## config.mk

```make
export PLATFORM = sky130hd
export DESIGN_NAME = plc_cell
export DESIGN_NICKNAME = d
export VERILOG_FILES = /design/src/rtl/plc_pkg.sv /design/src/rtl/plc_cell.sv
export SDC_FILE = /design/constraint.sdc
export NUM_CORES = 1
export LEC_CHECK = 0
export BUFFER_PORTS_ARGS = -buffer_cell sky130_fd_sc_hd__clkbuf_2
export CORE_MARGIN = 10
export CORE_UTILIZATION = 30
export DETAILED_ROUTE_END_ITERATION = 7
export SLEW_MARGIN = 40
export SYNTH_ARGS = -nofsm -noshare
export SYNTH_HDL_FRONTEND = slang
export SYNTH_SLANG_ARGS = --single-unit
```

## constraint.sdc

```tcl
create_clock -name clk -period 4.9 [get_ports clk]
set_clock_uncertainty 0.15 [all_clocks]
set_input_delay 0.735 -clock clk [delete_from_list [all_inputs] [get_ports clk]]
set_output_delay 0.735 -clock clk [all_outputs]
set_load 0.05 [all_outputs]
```

## src/rtl/plc_pkg.sv

```systemverilog
// ----------------------------------------------------------------------------
// plc_pkg
// Shared types and codes for the positional list store: operation and status
// codes, the command of one storage cell and the control word of a cell.
// ----------------------------------------------------------------------------
package plc_pkg;

    // Fixed payload widths of the request and reply channels.
    localparam int OP_W     = 3;
    localparam int POS_W    = 7;
    localparam int VAL_W    = 32;
    localparam int STATUS_W = 3;

    // Request operations.
    typedef enum logic [OP_W-1:0] {
        OP_CLEAR  = 3'd0,
        OP_INSERT = 3'd1,
        OP_DELETE = 3'd2,
        OP_GET    = 3'd3,
        OP_LOCATE = 3'd4,
        OP_PRIOR  = 3'd5,
        OP_NEXT   = 3'd6
    } op_t;

    // Reply status codes.
    typedef enum logic [STATUS_W-1:0] {
        ST_OK       = 3'd0,
        ST_BADPOS   = 3'd1,
        ST_NOTFOUND = 3'd2,
        ST_NOPRIOR  = 3'd3,
        ST_NONEXT   = 3'd4,
        ST_FULL     = 3'd5
    } status_t;

    // What a cell does with its element at the next edge.
    typedef enum logic [1:0] {
        CELL_HOLD,
        CELL_LOAD,
        CELL_FROM_LEFT,
        CELL_FROM_RIGHT
    } cell_cmd_t;

    // Control word handed to each cell.
    typedef struct packed {
        cell_cmd_t cmd;
        logic      cmp_en;
        logic      live;
    } cell_ctl_t;

endpackage

```

## src/rtl/plc_cell.sv

```systemverilog
// ----------------------------------------------------------------------------
// plc_cell
// One storage cell of the list chain. It holds one element, can load a new
// value or take its left or right neighbor's element, and registers whether
// its element equals the search key.
// ----------------------------------------------------------------------------
module plc_cell #(
    parameter int ELEMENT_WIDTH = 32
) (
    input  logic                     clk,
    input  plc_pkg::cell_ctl_t       ctl,
    input  logic [ELEMENT_WIDTH-1:0] left_data,
    input  logic [ELEMENT_WIDTH-1:0] right_data,
    input  logic [ELEMENT_WIDTH-1:0] key,
    output logic [ELEMENT_WIDTH-1:0] data,
    output logic                     hit
);

    logic [ELEMENT_WIDTH-1:0] data_reg;
    logic                     hit_reg;

    // Element storage and match flag; both are payload and need no reset.
    always_ff @(posedge clk)
    begin
        case (ctl.cmd)
            plc_pkg::CELL_LOAD:       data_reg <= key;
            plc_pkg::CELL_FROM_LEFT:  data_reg <= left_data;
            plc_pkg::CELL_FROM_RIGHT: data_reg <= right_data;
            default:                  data_reg <= data_reg;
        endcase
        if (ctl.cmp_en)
        begin
            hit_reg <= ctl.live && (data_reg == key);
        end
    end

    assign data = data_reg;
    assign hit  = hit_reg;

endmodule

```

Word level (Yosys, flattened, before mapping)
Cells that the tools add are included.
{"block": "classes", "n_mux": 1, "eq_ne": 4, "n_reduce_logical": 2}
{"cell": "one-hot mux 32 bit (3 select lines)", "count": 1}
{"cell": "equality test 32 bit", "count": 1}
{"cell": "equality test 2 bit (second input constant)", "count": 2}
{"cell": "nonzero test 3 bit", "count": 1}
{"cell": "equality test 2 x 1 -> 1 bit (second input constant)", "count": 1}
{"cell": "logical AND 1 bit", "count": 1}
{"block": "word_totals", "reg_bits": 33, "output_inout_bits": 33, "wordCells": 9, "input_bits": 101}

Longest topological paths before layout
Gate-level depths: netlist of the first run.
{"block": "logic_depth", "depth_word": 2, "depth_mapped": 4, "depth_no_buf": 4}

Worst setup path before layout of the first run
OpenSTA, ideal clock, no wires.
{"block": "synth_path", "path_kind": "input -> register", "startpoint": "input ctl[2] (netlist bit)", "endpoint": "register data_reg[0] (netlist: data[0]) (enable)", "n_path_buf": 2, "path_slack_ns": 2.799, "cell_stages": 3, "required_time_ns": 4.375, "setup_ns": 0.375, "t_arrival_ns": 1.577, "cell_sequence": "buf_2 buf_4 or2_2"}
{"block": "synth_between", "elab_chain_cells": 2, "elab_cells_between_ends": 4, "cone_classes": "eq/ne: 3; reduce/logical: 1"}
{"element": "start: declaration", "line_no": "plc_cell.sv:11", "source": "input plc_pkg::cell_ctl_t ctl,"}
{"element": "equality test 2 bit or equality test 2 x 1 -> 1 bit (tied branches)", "line_no": "plc_cell.sv:25", "source": "case (ctl.cmd)"}
{"element": "nonzero test 3 bit (no line) *"}
{"element": "end signal: assignment", "line_no": "plc_cell.sv:26", "source": "plc_pkg::CELL_LOAD: data_reg <= key;"}
{"element": "end signal: assignment", "line_no": "plc_cell.sv:27", "source": "plc_pkg::CELL_FROM_LEFT: data_reg <= left_data;"}
{"element": "end signal: assignment", "line_no": "plc_cell.sv:28", "source": "plc_pkg::CELL_FROM_RIGHT: data_reg <= right_data;"}
{"element": "end: declaration", "line_no": "plc_cell.sv:19", "source": "logic [ELEMENT_WIDTH-1:0] data_reg;"}
Mark *: on every way between the ends. The rest lies on a longest branch, timed or not.
A chain may end at the register's enable or synchronous reset.

Final worst setup path of the first run
{"block": "layout_path", "startpoint": "input ctl[2] (netlist bit)", "endpoint": "register data_reg[12] (netlist: data[12]), data pin"}
{"block": "layout_between", "elab_chain_cells": 2, "elab_cells_between_ends": 4, "cone_classes": "eq/ne: 3; mux: 1"}
{"element": "equality test 2 bit or equality test 2 x 1 -> 1 bit (tied branches)", "line_no": "plc_cell.sv:25"}
{"element": "one-hot mux 32 bit (3 select lines) *", "line_no": "plc_cell.sv:25"}
Marks and branches as above.

==> out/metrics.yaml, run 1 <==
global_route:
  grt_pass1_wl_mm: 9.50
  grt_max_degree: 66
  gr-usage-all-layers: 0.115
  antenna_found_initial: 0
  overflow: 0
  grt_pass1_vias: 1976
synth:
  synth_cell_types: 16
  synth_top_area_frac: 0.493
  ys.flop_type: "edfxtp_1"
  synth.top_cells.by_count: "33 x edfxtp_1, 32 x a21oi_1, 32 x mux2i_1, 32 x nor2_1, 31 x xor2_1"
  netlist_top_cells_area: "edfxtp_1 49%, mux2i_1 16%, xor2_1 14%"
  yosysSeqAreaShare: 0.493
  synth_most_common_cell: "edfxtp_1"
  synthesis.nets: 286
  ys_async_sr_fraction: 0
  avgSynthCellArea_um2: 10.9
  ys.warnings.count: 0
  synth_enable_flop_cells: 33
  syn-cell-area_mm2: 0.00201
  synth-seq-cells: 33
  syn_inst: 185
  synth_top_area_cell: "edfxtp_1"
min_path:
  min-delay-start: "ctl[1]"
  holdPathEnd: "hit$_DFFE_PP_"
  hold_path_depth: 1
  min_path_type: "input port to flop"
pwr:
  vdd_drop_max_uv: 124
  finalPower_uw: 850
  p_per_area_mw_per_mm2: 302
  p_leak_nw: 1.37
  pwr-share-comb: 0.335
  seqPwrFrac: 0.437
  swShare: 0.363
  switchingPower_uw: 308
  p_clk_frac: 0.228
  p_int_uw: 542
setup_path:
  critical_path.max_fanout: 18
  cp-start-kind: "input port"
  cp_top_family: "buffers and inverters"
  worst-path-buf-inv: 2
  ff2ff_path_depth: 4
  crit_required_ns: 4.75
  path_class: "input port to flop"
  critPathCaptureType: "flop"
  r2r-start: "data[27]$_DFFE_PP_"
  max_stage_delay_ns: 0.48
  critical_path.cell_chain: "clkbuf_2, buf_4, mux2i_1, a21oi_1"
  arrival_ns: 1.98
  slowest_stage: "clkbuf_2"
  rrSetupSlack_ns: 3.14
  worstSetupStartpoint: "ctl[2]"
  r2r-end: "hit$_DFFE_PP_"
sta:
  worst_pin_slew_ns: 0.624
  finalHoldViolCount: 0
  finalCritPeriodShare: 0.433
  fin_ws_ns: 2.78
  period_needed_ns: 2.12
  slew_headroom: 0.584
  setup_viol: 0
  fmax_mhz: 471
  rsz0062_at_grt: "false"
  tns_ns: 0
  slew_violations: 0
floorplan:
  initial_core_util: 0.313
  die_h_um: 102
  io_pins: 134
  die_w_um: 102
  die_area_mm2: 0.0104
  rows: 29
  core_area_mm2: 0.00642
cts:
  clock_path_buffers: 2
  path_clk_slew_ns: 0.06
  cts_setup_buffers: 0
  cts-htree-levels: 2
  cts_inserted_buffers: 5
  clock_latency_ns: 0.28
  root_buffer: "clkbuf_8"
  clock_sink_count: 33
  cts_resized: 0
  cts_tree: "done"
  cts_hold_buf: 0
detailed_routing:
  wl_per_cell_um: 16.0
  first_iter_violations: 39
  drcViolationCount: 0
  vias_per_cell: 4.54
  drtAntennaViolNets: 0
  vias: 1788
  firstDrtPassIters: 4
  wl_mm: 6.29
placement:
  gp_congestion: 0.700
  dp.cells: 386
  pre_cts_ws_ns: 2.24
  placed_cell_area_mm2: 0.00273
  hpwl_mm: 5.19
  io_buffers: 133
final_layout:
  seqCellArea_um2: 991
  antennaDiodeCount: 0
  largest_register_ff_count: 32
  fin_cells: 394
  n_fill_cell: 652
  postLayoutCellArea_mm2: 0.00281
  multi_input_area_um2: 965
  synthToLayoutAreaGrowth_pct: 40.1
  drive_gt1_frac: 0.448
  final_nets: 417
run:
  maxCapViolCount: 0
status:
  outcome: "completed"
-- placed cells by master (no fill, tap or decap), drive strengths merged --
cell type	n
nor4	7
xor2	31
clkbuf	141
mux2i	32
buf	2
a21oi	32
nor2	32
edfxtp	33
nand4	1
nand3	2
nor3	2
or2	1
xnor2	1
-- per-layer routing --
metal  track usage  up-vias  wire length [µm]
met4        0.0325        0                70
li1              -      926                 -
met5             0        -                 0
met2         0.197       75              3100
met3        0.0574        8               759
met1         0.124      779              2360
-- kinds of logic (layout without fill, tap and decap cells) --
group / Yosys count / after routing / share of synthesized area
and+or+nand+nor: 45 / 45 / 0.100
DFF: 33 / 33 / 0.493
AOI/OAI and AO/OA: 32 / 32 / 0.0797
xor gates and xnor gates: 32 / 32 / 0.140
muxes: 32 / 32 / 0.160
buffers and inverters: 11 / 143 / 0.0274
-- layout make-up --
| type | instances | area share |
|---|---|---|
| clock buffers | 8 | 0.0285 |
| flip-flops and latches | 33 | 0.352 |
| well taps | 77 | 0.0343 |
| multi-input cells | 141 | 0.343 |
| repair buffers | 135 | 0.242 |
-- worst max-delay path by stage --
stage / end / slack [ns] / cells after the start
2_1_floorplan: data[0]$_DFFE_PP_ / 2.80 / 3
3_3_place_gp: data[28]$_DFFE_PP_ / 2.27 / 3
3_5_place_dp: data[16]$_DFFE_PP_ / 2.24 / 3
4_1_cts: data[23]$_DFFE_PP_ / 2.54 / 3
5_1_grt: data[13]$_DFFE_PP_ / 2.65 / 4
6_report: data[12]$_DFFE_PP_ / 2.78 / 4
-- per-stage QoR --
| step | hold slack (ns) | utilization |
|---|---|---|
| floorplan | 0.697 | - |
| global placement | 0.590 | 0.425 |
| detailed placement | 0.583 | 0.425 |
| CTS | 0.492 | 0.438 |
| global route | 0.490 | 0.438 |
| finish | 0.504 | 0.438 |
-- power by group through the flow --
| stage | combinational [mW] | clock (mW) | sequential (mW) |
|---|---|---|---|
| finish | 0.284 | 0.194 | 0.371 |
| CTS | 0.290 | 0.206 | 0.372 |
| global route | 0.307 | 0.216 | 0.376 |
| floorplan | 0.0791 | 0 | 0.490 |
| detailed placement | 0.289 | 0 | 0.378 |
| global placement | 0.288 | 0 | 0.376 |
-- worst reg2reg max path, stage by stage, from the launching register on --
cell	delay, ns
edfxtp_1	0.40
xor2_1	0.16
nor4_1	0.51
nand4_1	0.21
nor3_2	0.19
Note: power is estimated with default switching activity, not from simulation.
==> inputs of run 2 (changes only) <==
- clock period: 4.9 -> 2.13 ns (I/O delays scaled with it)
==> out/metrics.yaml, run 2 (synthesis results as in run 1) <==
setup_path:
  r2r-end: "hit$_DFFE_PP_"
  critPathCaptureType: "flop"
  cp-start-kind: "flop"
  path_class: "flop to flop"
  r2r-start: "data[27]$_DFFE_PP_"
  max_stage_delay_ns: 0.44
  critical_path.cell_chain: "xor2_1, nor4_1, nand4_1, nor3_2"
  rrSetupSlack_ns: 0.45
  critical_path.max_fanout: 2
  ff2ff_path_depth: 4
  crit_required_ns: 2.11
  arrival_ns: 1.65
  slowest_stage: "nor4_1"
detailed_routing:
  vias: 1780
  wl_per_cell_um: 15.8
  first_iter_violations: 34
  vias_per_cell: 4.51
  drcViolationCount: 0
  firstDrtPassIters: 4
  drtAntennaViolNets: 0
  wl_mm: 6.26
sta:
  fin_ws_ns: 0.453
  finalCritPeriodShare: 0.788
  slew_headroom: 0.468
  finalHoldViolCount: 0
  setup_viol: 0
  tns_ns: 0
  fmax_mhz: 596
  period_needed_ns: 1.68
  rsz0062_at_grt: "false"
  slew_violations: 0
  worst_pin_slew_ns: 0.798
floorplan:
  core_area_mm2: 0.00642
  die_h_um: 102
  rows: 29
  die_w_um: 102
  die_area_mm2: 0.0104
  initial_core_util: 0.313
  io_pins: 134
global_route:
  grt_max_degree: 65
  gr-usage-all-layers: 0.118
  grt_pass1_vias: 2086
  grt_pass1_wl_mm: 9.73
  antenna_found_initial: 0
  overflow: 0
final_layout:
  antennaDiodeCount: 0
  drive_gt1_frac: 0.456
  final_common_cell: "clkbuf_2"
  fin_cells: 395
  layout_common_cells: "133 x clkbuf_2, 33 x edfxtp_1, 32 x mux2i_1, 32 x nor2_1, 32 x a21oi_1"
  n_fill_cell: 669
  synthToLayoutAreaGrowth_pct: 40.4
  final_nets: 418
  largest_register_ff_count: 32
placement:
  dp.cells: 387
  hpwl_mm: 5.27
  gp_congestion: 0.735
  pre_cts_ws_ns: 0.425
  io_buffers: 133
cts:
  clock_path_buffers: 2
  cts_tree: "done"
  cts_setup_buffers: 0
  clock_sink_count: 33
  cts-htree-levels: 2
  cts_inserted_buffers: 5
  clock_latency_ns: 0.28
  cts_hold_buf: 0
  path_clk_slew_ns: 0.06
  root_buffer: "clkbuf_8"
  cts_resized: 0
run:
  maxCapViolCount: 0
min_path:
  min_path_type: "input port to flop"
  min-delay-start: "ctl[1]"
  holdPathEnd: "hit$_DFFE_PP_"
  hold_path_depth: 1
status:
  outcome: "completed"
pwr:
  vdd_drop_max_uv: 324
  p_leak_nw: 1.38
  p_per_area_mw_per_mm2: 693
==> run 2: cell types whose count changed in the layout (fill, tap and decap cells not counted) <==
| cell | before | now |
|---|---|---|
| buf_4 | 2 | 3 |
| clkinv_2 | 0 | 2 |
| or2_4 | 1 | 0 |
| clkbuf_1 | 3 | 1 |
| or2_2 | 0 | 1 |
==> run 2: worst max-delay path by stage <==
stage / from / to / slack (ns) / cells past startpoint
after floorplan: ctl[2] / data[0]$_DFFE_PP_ / 0.44 / 3
after global placement: key[25] / hit$_DFFE_PP_ / 0.42 / 5
after detailed placement: key[27] / hit$_DFFE_PP_ / 0.43 / 5
after CTS: data[27]$_DFFE_PP_ / hit$_DFFE_PP_ / 0.41 / 4
after global routing: data[27]$_DFFE_PP_ / hit$_DFFE_PP_ / 0.36 / 4
final: data[27]$_DFFE_PP_ / hit$_DFFE_PP_ / 0.45 / 4
==> run 2: metrics by stage <==
step,util,instance area (µm²),hold slack [ns],power [mW]
2_1_floorplan,-,2010,0.282,1.31
3_3_place_gp,0.426,2740,0.404,1.53
3_5_place_dp,0.426,2740,0.394,1.54
4_1_cts,0.439,2820,0.104,1.99
5_1_grt,0.439,2820,0.102,2.07
6_report,0.439,2820,0.117,1.95
==> run 2: area by class of cell <==
cell class	instances	area, µm²	area share
Clock buffer	6	72.6	0.0257
Timing Repair Buffer	136	688	0.244
Sequential cell	33	991	0.351
Tap cell	77	96.3	0.0342
Multi-Input combinational cell	141	962	0.341
Clock inverter	2	10.0	0.00355
==> run 2: metal layers <==
layer / share of wire / global-route usage / vias up
li1: - / - / 929
met1: 0.40 / 0.127 / 771
met4: 0.0030 / 0.0228 / 0
met5: 0 / 0 / -
met3: 0.098 / 0.0540 / 2
met2: 0.50 / 0.209 / 78
==> run 2: report_power, final <==
part,total (mW),internal (mW),switching [mW]
registers,0.855,0.806,0.0483
logic,0.655,0.208,0.447
clock network,0.444,0.226,0.218
==> run 2: critical path: cells and delay by family, from the launching register on <==
family	cells	cell delay [ns]
simple gates	3	0.81
flops	1	0.41
xor+xnor	1	0.16
